`config.mk`:
```
export PLATFORM = sky130hd
export DESIGN_NAME = radar_range_gate_tracker_unit_flat
export DESIGN_NICKNAME = d
export VERILOG_FILES = /design/src/sv/rrgt_pkg.sv /design/src/sv/rrgt_ifs.sv /design/src/sv/radar_range_gate_tracker_unit.sv /design/src/sv/rrgt_csr_regs.sv /design/src/sv/rrgt_input_stage.sv /design/src/sv/rrgt_track_core.sv /design/src/flat_wrapper.sv
export SDC_FILE = /design/constraint.sdc
export NUM_CORES = 2
export LEC_CHECK = 0
export BUFFER_PORTS_ARGS = -buffer_cell sky130_fd_sc_hd__buf_2
export CAP_MARGIN = 5
export CELL_PAD_IN_SITES_DETAIL_PLACEMENT = 1
export CELL_PAD_IN_SITES_GLOBAL_PLACEMENT = 1
export CORE_ASPECT_RATIO = 0.7
export CORE_UTILIZATION = 44
export DETAILED_ROUTE_END_ITERATION = 8
export PLACE_DENSITY_LB_ADDON = 0.15
export SYNTH_ARGS = -nofsm -noshare
export SYNTH_HDL_FRONTEND = slang
export SYNTH_SLANG_ARGS = --single-unit
```
`constraint.sdc`:
```
create_clock -name clock -period 10.2 [get_ports clock]
set_input_delay 2.04 -clock clock [delete_from_list [all_inputs] [get_ports clock]]
set_output_delay 2.04 -clock clock [all_outputs]
set_load 0.02 [all_outputs]
```
`src/sv/rrgt_pkg.sv`:
```
// shared constants and types for the range gate tracker
// no dependencies
`timescale 1ns / 1ps
`default_nettype none

package rrgt_pkg;

   localparam int WIN_LEN_W  = 11;
   localparam int GATE_W     = 24;
   localparam int RANGE_Q8_W = 16;
   localparam int RANGE_W    = 33;
   localparam int CSR_IDX_W  = 8;
   localparam int CSR_DATA_W = 32;

   // register indexes
   localparam logic [CSR_IDX_W-1:0] CSR_WINDOW_LEN = CSR_IDX_W'(0);
   localparam logic [CSR_IDX_W-1:0] CSR_INIT_GATE  = CSR_IDX_W'(1);
   localparam logic [CSR_IDX_W-1:0] CSR_RANGE_Q8   = CSR_IDX_W'(2);

   // reset values
   localparam logic [WIN_LEN_W-1:0]     WIN_LEN_RST   = WIN_LEN_W'(100);
   localparam logic signed [GATE_W-1:0] INIT_GATE_RST = GATE_W'(100);
   localparam logic [RANGE_Q8_W-1:0]    RANGE_Q8_RST  = RANGE_Q8_W'(3840);

   localparam int GATE_MAX = 8388607;
   localparam int GATE_MIN = -8388608;

   typedef struct packed {
      logic [WIN_LEN_W-1:0]     window_len;
      logic signed [GATE_W-1:0] init_gate;
      logic [RANGE_Q8_W-1:0]    range_q8;
      logic                     gate_load;
   } cfg_type;

endpackage

`default_nettype wire

```
`src/sv/rrgt_ifs.sv`:
```
// request, response and register write channels of the range gate tracker
// depends on rrgt_pkg
`timescale 1ns / 1ps
`default_nettype none

interface rrgt_req_if #(parameter int SAMPLE_BITS = 16);
   logic                          valid;
   logic                          ready;
   logic signed [SAMPLE_BITS-1:0] sample_i;
   logic signed [SAMPLE_BITS-1:0] sample_q;
   logic                          track_on;

   modport source (output valid, sample_i, sample_q, track_on, input ready);
   modport sink   (input valid, sample_i, sample_q, track_on, output ready);
endinterface

interface rrgt_rsp_if #(parameter int SAMPLE_BITS = 16, parameter int IDX_W = 10);
   import rrgt_pkg::*;
   logic                          valid;
   logic                          ready;
   logic signed [SAMPLE_BITS-1:0] out_i;
   logic signed [SAMPLE_BITS-1:0] out_q;
   logic                          pulse_done;
   logic signed [RANGE_W-1:0]     range_m;
   logic signed [GATE_W-1:0]      gate_start;
   logic [IDX_W-1:0]              peak_index;

   modport source (output valid, out_i, out_q, pulse_done, range_m, gate_start,
                   peak_index, input ready);
   modport sink   (input valid, out_i, out_q, pulse_done, range_m, gate_start,
                   peak_index, output ready);
endinterface

interface rrgt_csr_if;
   import rrgt_pkg::*;
   logic                  valid;
   logic                  ready;
   logic [CSR_IDX_W-1:0]  index;
   logic [CSR_DATA_W-1:0] data;

   modport source (output valid, index, data, input ready);
   modport sink   (input valid, index, data, output ready);
endinterface

`default_nettype wire

```
`src/sv/radar_range_gate_tracker_unit.sv`:
```
// top level of the range gate tracker
// depends on rrgt_pkg, rrgt_ifs, rrgt_csr_regs, rrgt_input_stage, rrgt_track_core
`timescale 1ns / 1ps
`default_nettype none

// Range gate tracker: takes one complex sample per request, grouped into
// pulses of window_len samples, and returns one response per request. The
// block accepts a new request every cycle while responses are taken; each
// request passes through the input register (squared magnitude) and then
// the response register (peak compare, range multiply, gate update) before
// its response is offered.
// Backpressure on the response side stalls the input side through a single
// input register, so full rate is kept while the response is taken every
// cycle. No clearing pass is needed after reset. Registers must be written
// only while no request is in flight; the block itself does not enforce this.
module radar_range_gate_tracker_unit #(
   parameter int MAX_WINDOW  = 1024,
   parameter int SAMPLE_BITS = 16
) (
   input  wire logic  clock,
   input  wire logic  reset,
   rrgt_req_if.sink   req_bus,
   rrgt_rsp_if.source rsp_bus,
   rrgt_csr_if.sink   csr_bus
);
   import rrgt_pkg::*;

   cfg_type                       cfg;
   logic                          take;
   logic                          s1_valid;
   logic signed [SAMPLE_BITS-1:0] s1_i, s1_q;
   logic                          s1_track;
   logic [2*SAMPLE_BITS:0]        s1_power;

   rrgt_csr_regs u_csr (
      .clock (clock),
      .reset (reset),
      .csr   (csr_bus),
      .cfg   (cfg)
   );

   rrgt_input_stage #(.SAMPLE_BITS(SAMPLE_BITS)) u_in (
      .clock    (clock),
      .reset    (reset),
      .req      (req_bus),
      .take     (take),
      .s1_valid (s1_valid),
      .s1_i     (s1_i),
      .s1_q     (s1_q),
      .s1_track (s1_track),
      .s1_power (s1_power)
   );

   rrgt_track_core #(.MAX_WINDOW(MAX_WINDOW), .SAMPLE_BITS(SAMPLE_BITS)) u_core (
      .clock    (clock),
      .reset    (reset),
      .cfg      (cfg),
      .s1_valid (s1_valid),
      .s1_i     (s1_i),
      .s1_q     (s1_q),
      .s1_track (s1_track),
      .s1_power (s1_power),
      .take     (take),
      .rsp      (rsp_bus)
   );

endmodule

`default_nettype wire

```
`src/sv/rrgt_csr_regs.sv`:
```
// configuration registers of the range gate tracker
// depends on rrgt_pkg and rrgt_csr_if
`timescale 1ns / 1ps
`default_nettype none

module rrgt_csr_regs (
   input  wire logic       clock,
   input  wire logic       reset,
   rrgt_csr_if.sink        csr,
   output rrgt_pkg::cfg_type cfg
);
   import rrgt_pkg::*;

   logic [WIN_LEN_W-1:0]     window_len_ff;
   logic signed [GATE_W-1:0] init_gate_ff;
   logic [RANGE_Q8_W-1:0]    range_q8_ff;
   logic                     gate_load_ff;
   logic                     wr_en;

   assign csr.ready = 1'b1;
   assign wr_en     = csr.valid;

   always_ff @(posedge clock) begin
      if (reset) begin
         window_len_ff <= WIN_LEN_RST;
         init_gate_ff  <= INIT_GATE_RST;
         range_q8_ff   <= RANGE_Q8_RST;
         gate_load_ff  <= 1'b0;
      end else begin
         gate_load_ff <= 1'b0;
         if (wr_en) begin
            unique case (csr.index)
               CSR_WINDOW_LEN: window_len_ff <= csr.data[WIN_LEN_W-1:0];
               CSR_INIT_GATE: begin
                  init_gate_ff <= csr.data[GATE_W-1:0];
                  gate_load_ff <= 1'b1;
               end
               CSR_RANGE_Q8:  range_q8_ff <= csr.data[RANGE_Q8_W-1:0];
               default: ;
            endcase
         end
      end
   end

   assign cfg.window_len = window_len_ff;
   assign cfg.init_gate  = init_gate_ff;
   assign cfg.range_q8   = range_q8_ff;
   assign cfg.gate_load  = gate_load_ff;

endmodule

`default_nettype wire

```
`src/sv/rrgt_input_stage.sv`:
```
// input register: captures one sample and its squared magnitude
// depends on rrgt_req_if
`timescale 1ns / 1ps
`default_nettype none

module rrgt_input_stage #(
   parameter int SAMPLE_BITS = 16
) (
   input  wire logic                    clock,
   input  wire logic                    reset,
   rrgt_req_if.sink                     req,
   input  wire logic                    take,
   output logic                         s1_valid,
   output logic signed [SAMPLE_BITS-1:0] s1_i,
   output logic signed [SAMPLE_BITS-1:0] s1_q,
   output logic                         s1_track,
   output logic [2*SAMPLE_BITS:0]       s1_power
);
   localparam int PW_W = 2 * SAMPLE_BITS + 1;

   logic                          valid_ff;
   logic signed [SAMPLE_BITS-1:0] i_ff, q_ff;
   logic                          track_ff;
   logic [PW_W-1:0]               power_ff, power_in;
   logic signed [2*SAMPLE_BITS-1:0] sq_i, sq_q;
   logic                          load;

   assign sq_i     = req.sample_i * req.sample_i;
   assign sq_q     = req.sample_q * req.sample_q;
   assign power_in = PW_W'($unsigned(sq_i)) + PW_W'($unsigned(sq_q));

   assign req.ready = !valid_ff || take;
   assign load      = req.valid && req.ready;

   always_ff @(posedge clock) begin
      if (reset) begin
         valid_ff <= 1'b0;
      end else if (load) begin
         valid_ff <= 1'b1;
      end else if (take) begin
         valid_ff <= 1'b0;
      end
   end

   always_ff @(posedge clock) begin
      if (load) begin
         i_ff     <= req.sample_i;
         q_ff     <= req.sample_q;
         track_ff <= req.track_on;
         power_ff <= power_in;
      end
   end

   assign s1_valid = valid_ff;
   assign s1_i     = i_ff;
   assign s1_q     = q_ff;
   assign s1_track = track_ff;
   assign s1_power = power_ff;

endmodule

`default_nettype wire

```
`src/sv/rrgt_track_core.sv`:
```
// peak search, range and gate update, and the response register
// depends on rrgt_pkg and rrgt_rsp_if
`timescale 1ns / 1ps
`default_nettype none

module rrgt_track_core #(
   parameter int MAX_WINDOW  = 1024,
   parameter int SAMPLE_BITS = 16
) (
   input  wire logic                         clock,
   input  wire logic                         reset,
   input  wire rrgt_pkg::cfg_type            cfg,
   input  wire logic                         s1_valid,
   input  wire logic signed [SAMPLE_BITS-1:0] s1_i,
   input  wire logic signed [SAMPLE_BITS-1:0] s1_q,
   input  wire logic                         s1_track,
   input  wire logic [2*SAMPLE_BITS:0]       s1_power,
   output logic                              take,
   rrgt_rsp_if.source                        rsp
);
   import rrgt_pkg::*;

   localparam int IDX_W  = $clog2(MAX_WINDOW);
   localparam int LEN_W  = $clog2(MAX_WINDOW + 1);
   localparam int PW_W   = 2 * SAMPLE_BITS + 1;
   localparam int SUM_W  = ((IDX_W > GATE_W) ? IDX_W : GATE_W) + 2;
   localparam int G_W    = SUM_W + 1;
   localparam int PROD_W = SUM_W + RANGE_Q8_W + 1;
   localparam logic signed [G_W-1:0] G_HI = G_W'(GATE_MAX);
   localparam logic signed [G_W-1:0] G_LO = G_W'(GATE_MIN);

   // pulse state
   logic [IDX_W-1:0]         count_ff;
   logic                     tracking_ff;
   logic [PW_W-1:0]          best_power_ff;
   logic [IDX_W-1:0]         best_index_ff;
   logic signed [GATE_W-1:0] gate_ff;

   // response register
   logic                          rsp_valid_ff;
   logic signed [SAMPLE_BITS-1:0] out_i_ff, out_q_ff;
   logic                          done_ff;
   logic signed [RANGE_W-1:0]     range_ff;
   logic signed [GATE_W-1:0]      gate_out_ff;
   logic [IDX_W-1:0]              peak_ff;

   logic                     first;
   logic                     trk;
   logic [PW_W-1:0]          base_pw;
   logic [IDX_W-1:0]         base_idx;
   logic                     beat;
   logic [IDX_W-1:0]         new_idx;
   logic [LEN_W-1:0]         eff_len;
   logic                     last;
   logic signed [SUM_W-1:0]  sum_base, sum_cur;
   logic signed [PROD_W-1:0] rq_ext;
   logic signed [PROD_W-1:0] prod_base, prod_cur, prod_sel;
   logic signed [G_W-1:0]    g_raw;
   logic signed [GATE_W-1:0] g_sat;

   assign take = s1_valid && (!rsp_valid_ff || rsp.ready);

   // effective window length
   always_comb begin
      if (cfg.window_len == '0) begin
         eff_len = LEN_W'(1);
      end else if (32'(cfg.window_len) > 32'(MAX_WINDOW)) begin
         eff_len = LEN_W'(MAX_WINDOW);
      end else begin
         eff_len = LEN_W'(cfg.window_len);
      end
   end

   assign last     = (32'(count_ff) + 32'd1) >= 32'(eff_len);
   assign first    = (count_ff == '0);
   assign trk      = first ? s1_track : tracking_ff;
   assign base_pw  = first ? '0 : best_power_ff;
   assign base_idx = first ? '0 : best_index_ff;
   assign beat     = trk && (s1_power > base_pw);
   assign new_idx  = beat ? count_ff : base_idx;

   // both candidate products, picked once the compare settles
   assign sum_base  = SUM_W'(gate_ff) + SUM_W'($signed({1'b0, base_idx}));
   assign sum_cur   = SUM_W'(gate_ff) + SUM_W'($signed({1'b0, count_ff}));
   assign rq_ext    = PROD_W'($signed({1'b0, cfg.range_q8}));
   assign prod_base = PROD_W'(sum_base) * rq_ext;
   assign prod_cur  = PROD_W'(sum_cur) * rq_ext;
   assign prod_sel  = beat ? prod_cur : prod_base;

   assign g_raw = G_W'(gate_ff) + G_W'($signed({1'b0, new_idx}))
                - G_W'($signed({1'b0, eff_len >> 1}));

   always_comb begin
      priority if (g_raw > G_HI) begin
         g_sat = GATE_W'(G_HI);
      end else if (g_raw < G_LO) begin
         g_sat = GATE_W'(G_LO);
      end else begin
         g_sat = g_raw[GATE_W-1:0];
      end
   end

   always_ff @(posedge clock) begin
      if (reset) begin
         count_ff      <= '0;
         tracking_ff   <= 1'b0;
         best_power_ff <= '0;
         best_index_ff <= '0;
         gate_ff       <= INIT_GATE_RST;
         rsp_valid_ff  <= 1'b0;
      end else begin
         if (take) begin
            rsp_valid_ff <= 1'b1;
         end else if (rsp.ready) begin
            rsp_valid_ff <= 1'b0;
         end
         if (cfg.gate_load) begin
            gate_ff <= cfg.init_gate;
         end else if (take && last && trk) begin
            gate_ff <= g_sat;
         end
         if (take) begin
            tracking_ff   <= trk;
            best_power_ff <= beat ? s1_power : base_pw;
            best_index_ff <= new_idx;
            count_ff      <= last ? '0 : count_ff + IDX_W'(1);
         end
      end
   end

   always_ff @(posedge clock) begin
      if (take) begin
         out_i_ff    <= trk ? s1_i : '0;
         out_q_ff    <= trk ? s1_q : '0;
         done_ff     <= last;
         range_ff    <= (last && trk) ? prod_sel[RANGE_W+7:8] : '0;
         gate_out_ff <= last ? (trk ? g_sat : cfg.init_gate) : '0;
         peak_ff     <= (last && trk) ? new_idx : '0;
      end
   end

   assign rsp.valid      = rsp_valid_ff;
   assign rsp.out_i      = out_i_ff;
   assign rsp.out_q      = out_q_ff;
   assign rsp.pulse_done = done_ff;
   assign rsp.range_m    = range_ff;
   assign rsp.gate_start = gate_out_ff;
   assign rsp.peak_index = peak_ff;

endmodule

`default_nettype wire

```
`src/flat_wrapper.sv`:
```
// flat-port wrapper written by rule: the top's interface ports become plain ports
module radar_range_gate_tracker_unit_flat import rrgt_pkg::*;
#(
   parameter int MAX_WINDOW  = 1024,
   parameter int SAMPLE_BITS = 16
)
  (clock, reset, req_bus_valid, req_bus_sample_i, req_bus_sample_q, req_bus_track_on, req_bus_ready, rsp_bus_valid, rsp_bus_out_i, rsp_bus_out_q, rsp_bus_pulse_done, rsp_bus_range_m, rsp_bus_gate_start, rsp_bus_peak_index, rsp_bus_ready, csr_bus_valid, csr_bus_index, csr_bus_data, csr_bus_ready);
  rrgt_req_if #(.SAMPLE_BITS(SAMPLE_BITS)) req_bus_i ();
  rrgt_rsp_if #(.SAMPLE_BITS(SAMPLE_BITS)) rsp_bus_i ();
  rrgt_csr_if csr_bus_i ();
  input  wire logic clock;
  input  wire logic reset;
  input wire logic [$bits(req_bus_i.valid)-1:0] req_bus_valid;
  input wire logic [$bits(req_bus_i.sample_i)-1:0] req_bus_sample_i;
  input wire logic [$bits(req_bus_i.sample_q)-1:0] req_bus_sample_q;
  input wire logic [$bits(req_bus_i.track_on)-1:0] req_bus_track_on;
  output wire logic [$bits(req_bus_i.ready)-1:0] req_bus_ready;
  output wire logic [$bits(rsp_bus_i.valid)-1:0] rsp_bus_valid;
  output wire logic [$bits(rsp_bus_i.out_i)-1:0] rsp_bus_out_i;
  output wire logic [$bits(rsp_bus_i.out_q)-1:0] rsp_bus_out_q;
  output wire logic [$bits(rsp_bus_i.pulse_done)-1:0] rsp_bus_pulse_done;
  output wire logic [$bits(rsp_bus_i.range_m)-1:0] rsp_bus_range_m;
  output wire logic [$bits(rsp_bus_i.gate_start)-1:0] rsp_bus_gate_start;
  output wire logic [$bits(rsp_bus_i.peak_index)-1:0] rsp_bus_peak_index;
  input wire logic [$bits(rsp_bus_i.ready)-1:0] rsp_bus_ready;
  input wire logic [$bits(csr_bus_i.valid)-1:0] csr_bus_valid;
  input wire logic [$bits(csr_bus_i.index)-1:0] csr_bus_index;
  input wire logic [$bits(csr_bus_i.data)-1:0] csr_bus_data;
  output wire logic [$bits(csr_bus_i.ready)-1:0] csr_bus_ready;
  assign req_bus_i.valid = req_bus_valid;
  assign req_bus_i.sample_i = req_bus_sample_i;
  assign req_bus_i.sample_q = req_bus_sample_q;
  assign req_bus_i.track_on = req_bus_track_on;
  assign req_bus_ready = req_bus_i.ready;
  assign rsp_bus_valid = rsp_bus_i.valid;
  assign rsp_bus_out_i = rsp_bus_i.out_i;
  assign rsp_bus_out_q = rsp_bus_i.out_q;
  assign rsp_bus_pulse_done = rsp_bus_i.pulse_done;
  assign rsp_bus_range_m = rsp_bus_i.range_m;
  assign rsp_bus_gate_start = rsp_bus_i.gate_start;
  assign rsp_bus_peak_index = rsp_bus_i.peak_index;
  assign rsp_bus_i.ready = rsp_bus_ready;
  assign csr_bus_i.valid = csr_bus_valid;
  assign csr_bus_i.index = csr_bus_index;
  assign csr_bus_i.data = csr_bus_data;
  assign csr_bus_ready = csr_bus_i.ready;
  radar_range_gate_tracker_unit #(.MAX_WINDOW(MAX_WINDOW), .SAMPLE_BITS(SAMPLE_BITS)) u_core (.clock(clock), .reset(reset), .req_bus(req_bus_i), .rsp_bus(rsp_bus_i), .csr_bus(csr_bus_i));
endmodule
```
==> qor.csv <==
stage;metric;value;unit
global_routing;grt_use_total;0.287;
cts;clk_latency;0.64;ns
yosys;ys_ff_latch;298;
placed_design;port_buffers;171;
critical_path;slowest_delay;0.53;ns
drt;drtIter0Drc;3585;
critical_path;cp_slowest_cell;fa_1;
sta;max_freq;0.102;GHz
sta;final_hold_viol_count;0;
critical_path;path_class;reg -> reg;
critical_path;setup.worst_path.end;u_core.u_core.rsp.range_m[32];
cts;clock-root-buffer;clkbuf_16;
outcome;status;completed;
yosys;synth_top_area_cell;fa_1;
drt;viasPerCell;5.43;
cts;clockBufferDepth;3;
min_path;hold_path.class;reg -> reg;
final_layout;post-route-cell-area;72000;µm²
final_layout;layout_commonest_cell;inv_1;
drt;vias;51000;
yosys;synth_ff_type;edfxtp_1;
yosys;synth_top_area_frac;0.382;
sta;fin_crit_sh;0.961;
global_routing;grt_antenna_before_repair;8;
yosys;synth_adder_area_share;0.476;
final_layout;final_nets;9219;
yosys;synthMuxAreaShare;0.0462;
critical_path;reg2reg_setup_slack;0.40;ns
final_layout;area_growth_syn_to_layout;8.79;%
yosys;synth_edf_count;166;
yosys;syn_avg_cell_area;9.17;µm²
critical_path;r2r_end;u_core.u_core.rsp.range_m[32];
final_layout;final_cell_mix;1,599 x inv_1, 1,261 x fa_1, 749 x nand2_1;
sta;finalCriticalPeriod;9.80;ns
cts;cts_tree;yes;
yosys;synth_cells;7213;
yosys;synth-compound-area-share;0.0910;
yosys;synth-async-reset-ratio;0;
cts;cts.sinks;298;
drt;drtAntennaViolNets;0;
drt;drc;0;
yosys;ys_top_cells_by_area;fa_1 38%, ha_1 9.4%, inv_1 9.1%;
final_layout;layoutNonFillerInstCount;9393;
global_routing;gr-total-overflow;0;
yosys;synth_xor_area_frac;0.0294;
critical_path;rr_startpoint;u_core.u_core.count_ff[0];
sta;worstMarginPinSlew;1.26;ns
floorplan;die_area;152000;µm²
floorplan;die_x;465;µm
sta;finalSetupTns;0;ns
critical_path;cpMostUsedCell;fa_1;
floorplan;coreArea;149000;µm²
sta;drv_slew;0;
final_layout;final_util;0.485;
drt;routed_wl;212000;µm
sta;finalSetupViolCount;0;
yosys;ys.warnings.count;0;
drt;drtPass1Iterations;5;
critical_path;critPathMaxFanout;6;
critical_path;reg2reg_depth;39;
global_routing;grt_pass1_wl;334000;µm
global_routing;grt_max_degree;78;
floorplan;rows;118;
critical_path;worstSetupStartpointType;register;
floorplan;die_h;326;µm
cts;cts_buffers;38;
floorplan;ios;181;
sta;slew_headroom;0.151;
floorplan;initial_core_util;0.445;
final_layout;drive_gt1_frac;0.0891;
placed_design;hpwl;175000;µm
yosys;synthesis.area;66100;µm²
placed_design;globalplace.congestion;0.927;
critical_path;endpoint_kind;register;
cts;cts_max_level;2;
drt;wire_per_inst;22.5;µm
critical_path;critical_path_arrival;10.13;ns
run;drv_cap;0;
yosys;ys_seq_area_frac;0.115;
critical_path;setup.worst_path.start;u_core.u_core.count_ff[0];
yosys;syn_nets;9051;
yosys;ys_types;89;
critical_path;cp.required;10.53;ns
yosys;synth_simple_gate_area_frac;0.132;
yosys;synth_top_family_by_area;adder cells;
global_routing;grt_pass1_vias;56400;
sta;skew;0.0275;ns
cts;path_clk_slew;0.06;ns
placed_design;place_area;70400;µm²
placed_design;dp.cells;9312;
cells by family after synthesis:
| group | after synthesis |
|---|---|
| buffers and inverters | 1923 |
| AND/OR/NAND/NOR | 1819 |
| multiplexers | 298 |
| XOR/XNOR | 222 |
| flip-flops | 298 |
| adder cells (fa/ha/maj) | 1760 |
| other | 1 |
| AO/OA/AOI/OAI | 892 |
state kept, by name (all words and copies together), names as in the netlist, 10 cells and up:
signal,flops
u_core.u_in.s1_i,16
u_core.u_core.rsp.range_m,33
u_core.u_core.rsp.out_i,16
u_core.u_in.s1_q,16
u_core.u_core.rsp.peak_index,10
u_core.u_core.gate_ff,24
u_core.u_in.s1_power,33
u_core.u_core.rsp.out_q,16
u_core.u_core.best_index_ff,10
u_core.u_csr.range_q8_ff,16
u_core.u_core.rsp.gate_start,24
u_core.u_csr.window_len_ff,11
u_core.u_core.count_ff,10
u_core.u_core.best_power_ff,33
u_core.u_csr.init_gate_ff,24
final cells by class:
class / count / area (µm²)
multi-input cells: 4992 / 51500
repair buffers: 444 / 3010
flip-flops and latches: 298 / 7650
clock inverters: 19 / 246
well taps: 1980 / 2480
clock buffers: 50 / 1080
diodes: 3 / 7.51
fillers: 17100 / 76600
inverters: 1607 / 6040
cells in the mapped netlist, types with 69 or more instances:
cell	n
a21o_1	82
a21oi_1	234
and2_1	380
clkbuf_1	268
dfxtp_1	132
edfxtp_1	166
fa_1	1261
ha_1	499
inv_1	1600
mux2i_1	241
nand2_1	751
nand3_1	69
nor2_1	275
nor2b_1	108
o21a_1	76
o21ai_0	157
xnor2_1	160
per-stage QoR:
step	setup WS [ns]	hold slack, ns
final	0.401	0.451
after global routing	-0.0452	0.485
after CTS	0.0358	0.456
after detailed placement	-0.0367	0.447
after global placement	0.115	0.436
after floorplan	1.03	0.442
routing by layer:
metal	GRT usage	share of wire
met1	0.431	0.48
met2	0.432	0.43
met3	0.0426	0.068
met4	0.0728	0.027
met5	0	0
critical path, delay by kind of cell, from the launching register on:
family	cells	cell delay, ns
AOI/OAI and AO/OA	13	2.75
xor gates and xnor gates	1	0.14
adders and majority gates	10	4.18
buffers and inverters	9	0.90
DFF	1	0.33
muxes	1	0.41
and+or+nand+nor	5	0.78
worst min-delay path by stage:
| stage | slack, ns | to | from | cells after the start |
|---|---|---|---|---|
| floorplan | 0.44 | u_core.u_csr.init_gate_ff[17] | u_core.u_csr.init_gate_ff[17] | 2 |
| global placement | 0.44 | u_core.u_csr.range_q8_ff[15] | u_core.u_csr.range_q8_ff[15] | 2 |
| detailed placement | 0.45 | u_core.u_csr.range_q8_ff[15] | u_core.u_csr.range_q8_ff[15] | 2 |
| CTS | 0.46 | u_core.u_csr.range_q8_ff[15] | u_core.u_csr.range_q8_ff[15] | 2 |
| global route | 0.48 | u_core.u_csr.range_q8_ff[15] | u_core.u_csr.range_q8_ff[15] | 2 |
| finish | 0.45 | u_core.u_csr.range_q8_ff[15] | u_core.u_csr.range_q8_ff[15] | 2 |
timing repair:
action                     CTS  global route
buffers inserted             0             9
gates resized for setup      2            41
hold endpoints to repair     0             0
pin swaps                    0            12
gates cloned                 0             0
hold buffers                 0             0
setup endpoints to repair    1            17
Power is left out: the tool's default activity adds up to more than one toggle a clock period on the data nets, which glitch-free logic cannot reach.
